--- config.mk ---
export PLATFORM = sky130hd
export DESIGN_NAME = text_word_letter_stats_flat
export DESIGN_NICKNAME = d
export VERILOG_FILES = /design/src/rtl/core/twls_pkg.sv /design/src/rtl/core/twls_if.sv /design/src/rtl/core/twls_front.sv /design/src/rtl/core/twls_queue.sv /design/src/rtl/core/twls_back.sv /design/src/rtl/core/text_word_letter_stats.sv /design/src/flat_wrapper.sv
export SDC_FILE = /design/constraint.sdc
export NUM_CORES = 2
export LEC_CHECK = 0
export ABC_CLOCK_PERIOD_IN_PS = 16390
export BUFFER_PORTS_ARGS = -buffer_cell sky130_fd_sc_hd__clkbuf_2
export CAP_MARGIN = 20
export CORE_MARGIN = 2
export CORE_UTILIZATION = 51
export CTS_CLUSTER_DIAMETER = 200
export DETAILED_ROUTE_END_ITERATION = 10
export PLACE_DENSITY = 0.72
export SYNTH_ARGS = -nofsm -noshare
export SYNTH_HDL_FRONTEND = slang
export SYNTH_SLANG_ARGS = --single-unit
--- constraint.sdc ---
create_clock -name clk -period 16.39 [get_ports clk]
set_input_delay 2.4585 -clock clk [delete_from_list [all_inputs] [get_ports clk]]
set_output_delay 2.4585 -clock clk [all_outputs]
set_load 0.01 [all_outputs]
--- src/rtl/core/twls_pkg.sv ---
// Shared types and constants for the text word and letter statistics block.
package twls_pkg;

  localparam int CHAR_W          = 8;
  localparam int LETTERS         = 26;
  localparam int IDX_W           = 5;
  localparam int OUT_W           = 32;
  localparam int COUNT_WIDTH_DEF = 32;
  localparam int QUEUE_DEPTH     = 2;

  localparam logic [CHAR_W-1:0] CH_TAB      = 8'd9;
  localparam logic [CHAR_W-1:0] CH_LF       = 8'd10;
  localparam logic [CHAR_W-1:0] CH_SPACE    = 8'd32;
  localparam logic [CHAR_W-1:0] CH_AMP      = 8'd38;
  localparam logic [CHAR_W-1:0] CH_COMMA    = 8'd44;
  localparam logic [CHAR_W-1:0] CH_PRINT_LO = 8'd33;
  localparam logic [CHAR_W-1:0] CH_PRINT_HI = 8'd125;
  localparam logic [CHAR_W-1:0] CH_UPPER_A  = 8'd65;
  localparam logic [CHAR_W-1:0] CH_UPPER_Z  = 8'd90;
  localparam logic [CHAR_W-1:0] CH_LOWER_A  = 8'd97;
  localparam logic [CHAR_W-1:0] CH_LOWER_Z  = 8'd122;

  localparam logic [IDX_W-1:0] LAST_LETTER = IDX_W'(LETTERS - 1);

  typedef enum logic {
    CMD_TEXT   = 1'b0,
    CMD_FINISH = 1'b1
  } cmd_t;

  // classified word passed from front to back
  typedef struct packed {
    cmd_t             cmd;
    logic             letter;
    logic             other;
    logic             sep;
    logic [IDX_W-1:0] idx;
  } class_t;

  typedef enum logic [1:0] {
    ST_RUN,
    ST_SCAN,
    ST_EMIT
  } back_state_t;

endpackage

--- src/rtl/core/twls_if.sv ---
// Channel interfaces: text input and statistics report output.
interface twls_in_if;
  logic                             valid;
  logic                             ready;
  logic                             command;
  logic [twls_pkg::CHAR_W-1:0]      char_code;

  modport source (output valid, command, char_code, input ready);
  modport sink   (input valid, command, char_code, output ready);
endinterface

interface twls_out_if;
  logic                             valid;
  logic                             ready;
  logic [twls_pkg::IDX_W-1:0]       letter_index;
  logic [twls_pkg::OUT_W-1:0]       letter_count;
  logic [twls_pkg::OUT_W-1:0]       letter_total;
  logic [twls_pkg::OUT_W-1:0]       word_count;
  logic [twls_pkg::OUT_W-1:0]       longest_len;
  logic [twls_pkg::OUT_W-1:0]       longest_index;
  logic [twls_pkg::IDX_W-1:0]       most_letter;
  logic [twls_pkg::IDX_W-1:0]       least_letter;
  logic                             last;

  modport source (output valid, letter_index, letter_count, letter_total, word_count,
                  longest_len, longest_index, most_letter, least_letter, last,
                  input ready);
  modport sink   (input valid, letter_index, letter_count, letter_total, word_count,
                  longest_len, longest_index, most_letter, least_letter, last,
                  output ready);
endinterface

--- src/rtl/core/twls_front.sv ---
// Front end: accepts text words and classifies each byte.
module twls_front (
  twls_in_if.sink            text_in,
  output logic               push_valid,
  input  logic               push_ready,
  output twls_pkg::class_t   push_data
);

  logic [twls_pkg::CHAR_W-1:0] c;
  logic is_upper, is_lower, is_letter, is_sep, is_print;

  assign c = text_in.char_code;

  assign is_upper  = (c >= twls_pkg::CH_UPPER_A) && (c <= twls_pkg::CH_UPPER_Z);
  assign is_lower  = (c >= twls_pkg::CH_LOWER_A) && (c <= twls_pkg::CH_LOWER_Z);
  assign is_letter = is_upper || is_lower;
  assign is_sep    = (c == twls_pkg::CH_AMP) || (c == twls_pkg::CH_SPACE) ||
                     (c == twls_pkg::CH_TAB) || (c == twls_pkg::CH_LF) ||
                     (c == twls_pkg::CH_COMMA);
  assign is_print  = (c >= twls_pkg::CH_PRINT_LO) && (c <= twls_pkg::CH_PRINT_HI);

  always_comb begin
    push_data.cmd    = twls_pkg::cmd_t'(text_in.command);
    push_data.letter = is_letter;
    push_data.other  = is_print && !is_letter && !is_sep;
    push_data.sep    = is_sep;
    // 'A' and 'a' both have low bits 1, so low five bits minus one is the letter
    push_data.idx    = is_letter ? (c[twls_pkg::IDX_W-1:0] - twls_pkg::IDX_W'(1))
                                 : '0;
  end

  assign push_valid    = text_in.valid;
  assign text_in.ready = push_ready;

endmodule

--- src/rtl/core/twls_queue.sv ---
// Short FIFO decoupling the classifier from the statistics engine.
module twls_queue (
  input  logic             clk,
  input  logic             rst,
  input  logic             push_valid,
  output logic             push_ready,
  input  twls_pkg::class_t push_data,
  output logic             pop_valid,
  input  logic             pop_ready,
  output twls_pkg::class_t pop_data
);

  localparam int DEPTH = twls_pkg::QUEUE_DEPTH;
  localparam int PTR_W = (DEPTH > 1) ? $clog2(DEPTH) : 1;
  localparam int CNT_W = $clog2(DEPTH + 1);

  twls_pkg::class_t  mem [DEPTH];
  logic [PTR_W-1:0]  wr_ptr;
  logic [PTR_W-1:0]  rd_ptr;
  logic [CNT_W-1:0]  count;
  logic              do_push, do_pop;

  assign push_ready = (count != CNT_W'(DEPTH));
  assign pop_valid  = (count != '0);
  assign pop_data   = mem[rd_ptr];
  assign do_push    = push_valid && push_ready;
  assign do_pop     = pop_valid && pop_ready;

  always_ff @(posedge clk) begin
    if (do_push) begin
      mem[wr_ptr] <= push_data;
    end
  end

  always_ff @(posedge clk) begin
    if (rst) begin
      wr_ptr <= '0;
      rd_ptr <= '0;
      count  <= '0;
    end else begin
      if (do_push) begin
        wr_ptr <= (wr_ptr == PTR_W'(DEPTH - 1)) ? '0 : wr_ptr + PTR_W'(1);
      end
      if (do_pop) begin
        rd_ptr <= (rd_ptr == PTR_W'(DEPTH - 1)) ? '0 : rd_ptr + PTR_W'(1);
      end
      if (do_push && !do_pop) begin
        count <= count + CNT_W'(1);
      end else if (do_pop && !do_push) begin
        count <= count - CNT_W'(1);
      end
    end
  end

endmodule

--- src/rtl/core/twls_back.sv ---
// Back end: word and letter counters, histogram, report scan and emit.
module twls_back #(
  parameter int COUNT_WIDTH = twls_pkg::COUNT_WIDTH_DEF
) (
  input  logic             clk,
  input  logic             rst,
  input  logic             pop_valid,
  output logic             pop_ready,
  input  twls_pkg::class_t pop_data,
  twls_out_if.source       stats_out
);

  typedef logic [COUNT_WIDTH-1:0] cnt_t;
  localparam int IW = twls_pkg::IDX_W;

  function automatic cnt_t sat_inc(cnt_t v);
    sat_inc = (&v) ? v : v + COUNT_WIDTH'(1);
  endfunction

  twls_pkg::back_state_t state, state_next;

  cnt_t          hist [twls_pkg::LETTERS];
  logic [IW-1:0] ptr;
  logic          skip;
  cnt_t          word_len, longest_len, longest_at, words, letters;
  cnt_t          max_val, min_val;
  logic [IW-1:0] most, least;

  logic          skip_next;
  cnt_t          word_len_next, longest_len_next, longest_at_next, words_next;
  cnt_t          words_inc;

  logic [IW-1:0] rd_addr;
  cnt_t          rd_data;
  logic          out_free, load_out, clear_all, text_op, ptr_end;

  assign out_free = !stats_out.valid || stats_out.ready;
  assign ptr_end  = (ptr == twls_pkg::LAST_LETTER);
  assign rd_data  = hist[rd_addr];

  always_comb begin
    state_next = state;
    unique case (state)
      twls_pkg::ST_RUN: begin
        if (pop_valid && pop_data.cmd == twls_pkg::CMD_FINISH) state_next = twls_pkg::ST_SCAN;
      end
      twls_pkg::ST_SCAN: begin
        if (ptr_end) state_next = twls_pkg::ST_EMIT;
      end
      twls_pkg::ST_EMIT: begin
        if (out_free && ptr_end) state_next = twls_pkg::ST_RUN;
      end
      default: state_next = twls_pkg::ST_RUN;
    endcase
  end

  always_comb begin
    pop_ready = 1'b0;
    load_out  = 1'b0;
    clear_all = 1'b0;
    rd_addr   = ptr;
    unique case (state)
      twls_pkg::ST_RUN: begin
        pop_ready = 1'b1;
        rd_addr   = pop_data.idx;
      end
      twls_pkg::ST_SCAN: ;
      twls_pkg::ST_EMIT: begin
        load_out  = out_free;
        clear_all = out_free && ptr_end;
      end
      default: ;
    endcase
  end

  assign text_op = pop_valid && pop_ready && (pop_data.cmd == twls_pkg::CMD_TEXT);

  // word tracking
  always_comb begin
    skip_next        = skip;
    word_len_next    = word_len;
    longest_len_next = longest_len;
    longest_at_next  = longest_at;
    words_inc        = sat_inc(words);
    words_next       = words;
    if (pop_data.letter || pop_data.other) begin
      // a word opening on punctuation is dropped
      if (word_len == '0 && pop_data.other) skip_next = 1'b1;
      if (!skip_next) word_len_next = sat_inc(word_len);
    end
    if (pop_data.sep) begin
      skip_next = 1'b0;
      if (word_len != '0) begin
        words_next    = words_inc;
        word_len_next = '0;
        if (word_len > longest_len) begin
          longest_len_next = word_len;
          longest_at_next  = words_inc;
        end
      end
    end
  end

  always_ff @(posedge clk) begin
    if (rst) begin
      state       <= twls_pkg::ST_RUN;
      ptr         <= '0;
      skip        <= 1'b0;
      word_len    <= '0;
      longest_len <= '0;
      longest_at  <= '0;
      words       <= '0;
      letters     <= '0;
      for (int i = 0; i < twls_pkg::LETTERS; i++) hist[i] <= '0;
      stats_out.valid <= 1'b0;
    end else begin
      state <= state_next;

      if (load_out) begin
        stats_out.valid <= 1'b1;
      end else if (stats_out.ready) begin
        stats_out.valid <= 1'b0;
      end

      if (state == twls_pkg::ST_RUN) begin
        ptr <= '0;
      end else if (state == twls_pkg::ST_SCAN) begin
        ptr <= ptr_end ? '0 : ptr + IW'(1);
      end else if (load_out) begin
        ptr <= ptr_end ? '0 : ptr + IW'(1);
      end

      if (clear_all) begin
        skip        <= 1'b0;
        word_len    <= '0;
        longest_len <= '0;
        longest_at  <= '0;
        words       <= '0;
        letters     <= '0;
        for (int i = 0; i < twls_pkg::LETTERS; i++) hist[i] <= '0;
      end else if (text_op) begin
        skip        <= skip_next;
        word_len    <= word_len_next;
        longest_len <= longest_len_next;
        longest_at  <= longest_at_next;
        words       <= words_next;
        if (pop_data.letter) begin
          hist[pop_data.idx] <= sat_inc(rd_data);
          letters            <= sat_inc(letters);
        end
      end
    end
  end

  // running max/min over the histogram, strict compare keeps the lowest index
  always_ff @(posedge clk) begin
    if (state == twls_pkg::ST_SCAN) begin
      if (ptr == '0) begin
        most    <= '0;
        least   <= '0;
        max_val <= rd_data;
        min_val <= rd_data;
      end else begin
        if (rd_data > max_val) begin
          most    <= ptr;
          max_val <= rd_data;
        end
        if (rd_data < min_val) begin
          least   <= ptr;
          min_val <= rd_data;
        end
      end
    end
  end

  always_ff @(posedge clk) begin
    if (load_out) begin
      stats_out.letter_index  <= ptr;
      stats_out.letter_count  <= twls_pkg::OUT_W'(rd_data);
      stats_out.letter_total  <= twls_pkg::OUT_W'(letters);
      stats_out.word_count    <= twls_pkg::OUT_W'(words);
      stats_out.longest_len   <= twls_pkg::OUT_W'(longest_len);
      stats_out.longest_index <= twls_pkg::OUT_W'(longest_at);
      stats_out.most_letter   <= most;
      stats_out.least_letter  <= least;
      stats_out.last          <= ptr_end;
    end
  end

endmodule

--- src/rtl/core/text_word_letter_stats.sv ---
// Top level: text word and letter statistics with decoupled classifier and counters.
//
//   channel    modport  handshake     payload
//   text_in    sink     valid/ready   command, char_code
//   stats_out  source   valid/ready   letter_index .. last, 26 words per report
//
// Text words are taken one per cycle while the counters run; a two-entry queue sits
// between the classifier and the counter engine. A finish word starts a histogram
// scan for the most/least letters, then 26 report words at one per cycle while
// stats_out does not stall; the queue keeps accepting text until it fills.
// rst clears all counters and the histogram at once; no clearing pass is needed.
module text_word_letter_stats #(
  parameter int COUNT_WIDTH = twls_pkg::COUNT_WIDTH_DEF
) (
  input  logic        clk,
  input  logic        rst,
  twls_in_if.sink     text_in,
  twls_out_if.source  stats_out
);

  logic             push_valid, push_ready;
  logic             pop_valid, pop_ready;
  twls_pkg::class_t push_data, pop_data;

  twls_front u_front (
    .text_in    (text_in),
    .push_valid (push_valid),
    .push_ready (push_ready),
    .push_data  (push_data)
  );

  twls_queue u_queue (
    .clk        (clk),
    .rst        (rst),
    .push_valid (push_valid),
    .push_ready (push_ready),
    .push_data  (push_data),
    .pop_valid  (pop_valid),
    .pop_ready  (pop_ready),
    .pop_data   (pop_data)
  );

  twls_back #(
    .COUNT_WIDTH (COUNT_WIDTH)
  ) u_back (
    .clk       (clk),
    .rst       (rst),
    .pop_valid (pop_valid),
    .pop_ready (pop_ready),
    .pop_data  (pop_data),
    .stats_out (stats_out)
  );

endmodule
--- src/flat_wrapper.sv ---
// flat-port wrapper written by rule: the top's interface ports become plain ports
module text_word_letter_stats_flat 
#(
  parameter int COUNT_WIDTH = twls_pkg::COUNT_WIDTH_DEF
)
  (clk, rst, text_in_valid, text_in_command, text_in_char_code, text_in_ready, stats_out_valid, stats_out_letter_index, stats_out_letter_count, stats_out_letter_total, stats_out_word_count, stats_out_longest_len, stats_out_longest_index, stats_out_most_letter, stats_out_least_letter, stats_out_last, stats_out_ready);
  twls_in_if text_in_i ();
  twls_out_if stats_out_i ();
  input  logic clk;
  input  logic rst;
  input wire logic [$bits(text_in_i.valid)-1:0] text_in_valid;
  input wire logic [$bits(text_in_i.command)-1:0] text_in_command;
  input wire logic [$bits(text_in_i.char_code)-1:0] text_in_char_code;
  output wire logic [$bits(text_in_i.ready)-1:0] text_in_ready;
  output wire logic [$bits(stats_out_i.valid)-1:0] stats_out_valid;
  output wire logic [$bits(stats_out_i.letter_index)-1:0] stats_out_letter_index;
  output wire logic [$bits(stats_out_i.letter_count)-1:0] stats_out_letter_count;
  output wire logic [$bits(stats_out_i.letter_total)-1:0] stats_out_letter_total;
  output wire logic [$bits(stats_out_i.word_count)-1:0] stats_out_word_count;
  output wire logic [$bits(stats_out_i.longest_len)-1:0] stats_out_longest_len;
  output wire logic [$bits(stats_out_i.longest_index)-1:0] stats_out_longest_index;
  output wire logic [$bits(stats_out_i.most_letter)-1:0] stats_out_most_letter;
  output wire logic [$bits(stats_out_i.least_letter)-1:0] stats_out_least_letter;
  output wire logic [$bits(stats_out_i.last)-1:0] stats_out_last;
  input wire logic [$bits(stats_out_i.ready)-1:0] stats_out_ready;
  assign text_in_i.valid = text_in_valid;
  assign text_in_i.command = text_in_command;
  assign text_in_i.char_code = text_in_char_code;
  assign text_in_ready = text_in_i.ready;
  assign stats_out_valid = stats_out_i.valid;
  assign stats_out_letter_index = stats_out_i.letter_index;
  assign stats_out_letter_count = stats_out_i.letter_count;
  assign stats_out_letter_total = stats_out_i.letter_total;
  assign stats_out_word_count = stats_out_i.word_count;
  assign stats_out_longest_len = stats_out_i.longest_len;
  assign stats_out_longest_index = stats_out_i.longest_index;
  assign stats_out_most_letter = stats_out_i.most_letter;
  assign stats_out_least_letter = stats_out_i.least_letter;
  assign stats_out_last = stats_out_i.last;
  assign stats_out_i.ready = stats_out_ready;
  text_word_letter_stats #(.COUNT_WIDTH(COUNT_WIDTH)) u_core (.clk(clk), .rst(rst), .text_in(text_in_i), .stats_out(stats_out_i));
endmodule
==> flow_metrics.py <==
metrics = {
    "timing": {
        "finalHoldViolCount": 0,
        "slew_viol_final": 0,
        "clock-skew-final_ns": 0.0309,
        "hold_ws_ns": 0.414,
        "tightest_slew_ns": 1.11,
        "fmax_mhz": 121,
        "fin_crit_ns": 8.27,
        "relSlewSlack": 0.255,
        "min_period_over_period": 0.505,
        "setup-violations-final": 0,
        "setup_tns_ns": 0,
        "rsz0062_at_grt": "no",
    },
    "logic_synthesis": {
        "yosysTopAreaCell": "edfxtp_1",
        "syn-cell-area_um2": 65100,
        "synth_compound_area_frac": 0.0851,
        "ys_types": 90,
        "synth-seq-cells": 1466,
        "yosysSeqAreaShare": 0.650,
        "synth_top_area_frac": 0.596,
        "synth.area.top_cells": "edfxtp_1 (60%), nor2_1 (6.0%), dfxtp_1 (5.4%), mux2i_1 (4.6%), a211oi_1 (2.3%)",
        "synth_mux_area_frac": 0.0612,
        "syn-mean-instance-area_um2": 12.4,
        "synthArstFlopShare": 0,
        "postSynthCellCount": 5230,
        "synthFlopType": "edfxtp_1",
        "yosys.area_share.simple": 0.124,
        "synthAdderAreaFrac": 0.0208,
        "synth_top_family_by_area": "simple AND/OR/NAND/NOR gates",
        "syn_nets": 5351,
        "yosysWarnings": 0,
        "synth_edf_count": 1292,
        "synthXorXnorAreaFrac": 0.0197,
    },
    "min_path": {
        "worstHoldPathType": "reg -> reg",
    },
    "final_layout": {
        "final_area_um2": 72600,
        "antenna_cells": 0,
        "fin_cells": 7123,
        "utilization": 0.572,
        "fin_nets": 5461,
        "n_fill_cell": 9954,
        "drive_gt1_frac": 0.132,
        "syn_to_final_growth_pct": 11.6,
    },
    "routing": {
        "firstDrtPassIters": 6,
        "finalWirelength_um": 181000,
        "drc": 0,
        "wl_per_cell_um": 25.4,
        "viasPerCell": 6.21,
        "antenna_left": 0,
        "vias": 44200,
        "drt_iter0_markers": 5673,
    },
    "floorplan": {
        "initial_core_util": 0.512,
        "boundaryPins": 191,
        "core_um2": 127000,
        "die_area_um2": 130000,
        "fp-row-count": 131,
        "die_w_um": 361,
        "dieHeight_um": 361,
    },
    "placement": {
        "dp.cells": 6849,
        "port_buffers": 190,
        "dp_hpwl_um": 108000,
        "place.gp.congestion": 0.922,
        "placed_cell_area_um2": 67800,
    },
    "pwr": {
        "p_leak_nw": 27.4,
        "ir_drop_v": 0.000155,
        "powerDensity_nw_per_um2": 174,
    },
    "global_route": {
        "grt_max_degree": 178,
        "grt-ovfl-total": 0,
        "first_global_vias": 42600,
        "grt_pass1_wl_um": 268000,
        "antenna_found_initial": 4,
        "grt_use_total": 0.274,
    },
    "clock_network": {
        "hold_buffers": 0,
        "cts_tree": "yes",
        "cts_sinks": 1466,
        "clk_latency_ns": 0.80,
        "root_buffer": "clkbuf_16",
        "numCtsBuffers": 147,
        "htreeDepth": 4,
        "clkSlewWorstSetupHoldPaths_ns": 0.06,
        "post_cts_buffers": 0,
        "cts_resized": 0,
        "cts.path.max_buffers": 3,
    },
    "critical_path": {
        "cp-end-kind": "flop",
        "cp-start-kind": "flop",
        "timing_worst_setup_path_type": "reg -> reg",
        "required_ns": 16.79,
        "cp.arrival_ns": 8.67,
        "worstPathMaxFanout": 137,
    },
    "run_status": {
        "status": "finished clean",
    },
    "job": {
        "cap_violations": 0,
    },
}
cell families after synthesis:
family,after synthesis
multiplexers,360
flip-flops,1466
buffers and inverters,583
AO/OA/AOI/OAI,711
AND/OR/NAND/NOR,1867
adder cells (fa/ha/maj),108
XOR/XNOR,135
final timing paths:
path,startpoint,to,slack (ns),cells after the start
hold / removal,u_core.u_back.least[4]$_SDFFCE_PN0P_,u_core.u_back.stats_out.least_letter[4]$_DFFE_PP_,0.41,0
setup reg to reg,flop,u_core.u_back.least[1]$_SDFFCE_PN0P_,8.12,23
hold reg to reg,u_core.u_back.least[4]$_SDFFCE_PN0P_,u_core.u_back.stats_out.least_letter[4]$_DFFE_PP_,0.41,0
setup / recovery,flop,u_core.u_back.least[1]$_SDFFCE_PN0P_,8.12,23
power by group:
part	leakage [nW]	switching [mW]	total, mW	internal (mW)
clock	2.35	1.45	3.37	1.92
sequential	14.2	0.0535	4.56	4.50
combinational	10.8	3.49	4.71	1.22
synthesized netlist by cell type, types with 62 or more instances:
master    instances
dfxtp_1         174
xor2_1           72
o211a_1          94
buf_2           134
mux2i_1         297
inv_1           198
clkbuf_1        185
ha_1            108
o211ai_1         79
nand2_1         383
edfxtp_1       1292
a211oi_1        196
nand3_1         103
nor2_1         1046
nor3_1           62
per-stage QoR:
step	setup slack, ns	power, mW
final	8.12	12.6
after global routing	7.74	13.1
after CTS	8.32	12.5
after detailed placement	8.38	9.16
after global placement	8.40	9.05
after floorplan	3.20	7.48
critical path: stages (launching register included):
cell and delay [ns]:
dfxtp_1 0.36, buf_4 0.30, mux2i_4 0.11, buf_12 0.26, o21ai_4 0.21, buf_4 0.46, buf_12 0.69, buf_4 0.90
mux2i_1 0.30, mux2i_1 0.12, a2111o_1 0.47, a2111oi_1 0.81, inv_1 0.41, ha_1 0.31, a21o_1 0.18, a21oi_1 0.15
nor2b_1 0.06, o21ai_0 0.14, nand2b_1 0.07, a21oi_1 0.14, nor2b_1 0.06, o21ai_0 0.12, and4b_1 0.22, o31a_2 0.76
area by class of cell:
cell class	instances	area (um^2)	share of cell area
inverter	204	766	0.0105
clock inverter	86	906	0.0125
timing repair buffer	340	2200	0.0303
clock buffer	184	3910	0.0538
sequential	1466	42300	0.582
multi-input combinational	3181	20500	0.282
tap	1662	2080	0.0286
state kept, by name, indices dropped and copies added (netlist names), 18 cells and up, named ones only:
name / flops
u_core.u_back.longest_len: 32
u_core.u_back.stats_out.word_count: 32
u_core.u_back.words: 32
u_core.u_back.word_len: 32
u_core.u_back.max_val: 32
u_core.u_back.hist: 1024
u_core.u_back.stats_out.longest_len: 32
u_core.u_back.stats_out.longest_index: 32
u_core.u_back.stats_out.letter_total: 32
u_core.u_queue.mem: 18
u_core.u_back.letters: 32
u_core.u_back.longest_at: 32
u_core.u_back.min_val: 32
u_core.u_back.stats_out.letter_count: 32
per-layer routing:
layer  vias up  share of wire  global-route usage  wire (um)
met5         -              0                   0          0
met4         0          0.039               0.108       7000
met3       482           0.13              0.0724      22800
met2      2898           0.45               0.422      81400
met1     21600           0.39               0.371      69700
li1      19300              -                   -          -
cell usage in the layout, fill, tap and decap left out, types with 56 or more instances in the layout:
cell type,Yosys,layout
clkbuf_2,0,191
nand3_1,103,103
mux2i_1,297,295
buf_4,38,138
o21ai_0,58,58
nor3_1,62,56
nand2_1,383,377
nor2_1,1046,1039
ha_1,108,108
o211a_1,94,94
xor2_1,72,72
clkbuf_16,0,148
dfxtp_1,174,174
nand4_1,61,61
o211ai_1,79,79
a211oi_1,196,196
edfxtp_1,1292,1292
inv_1,198,198
Note: power is estimated with default switching activity, not from simulation.
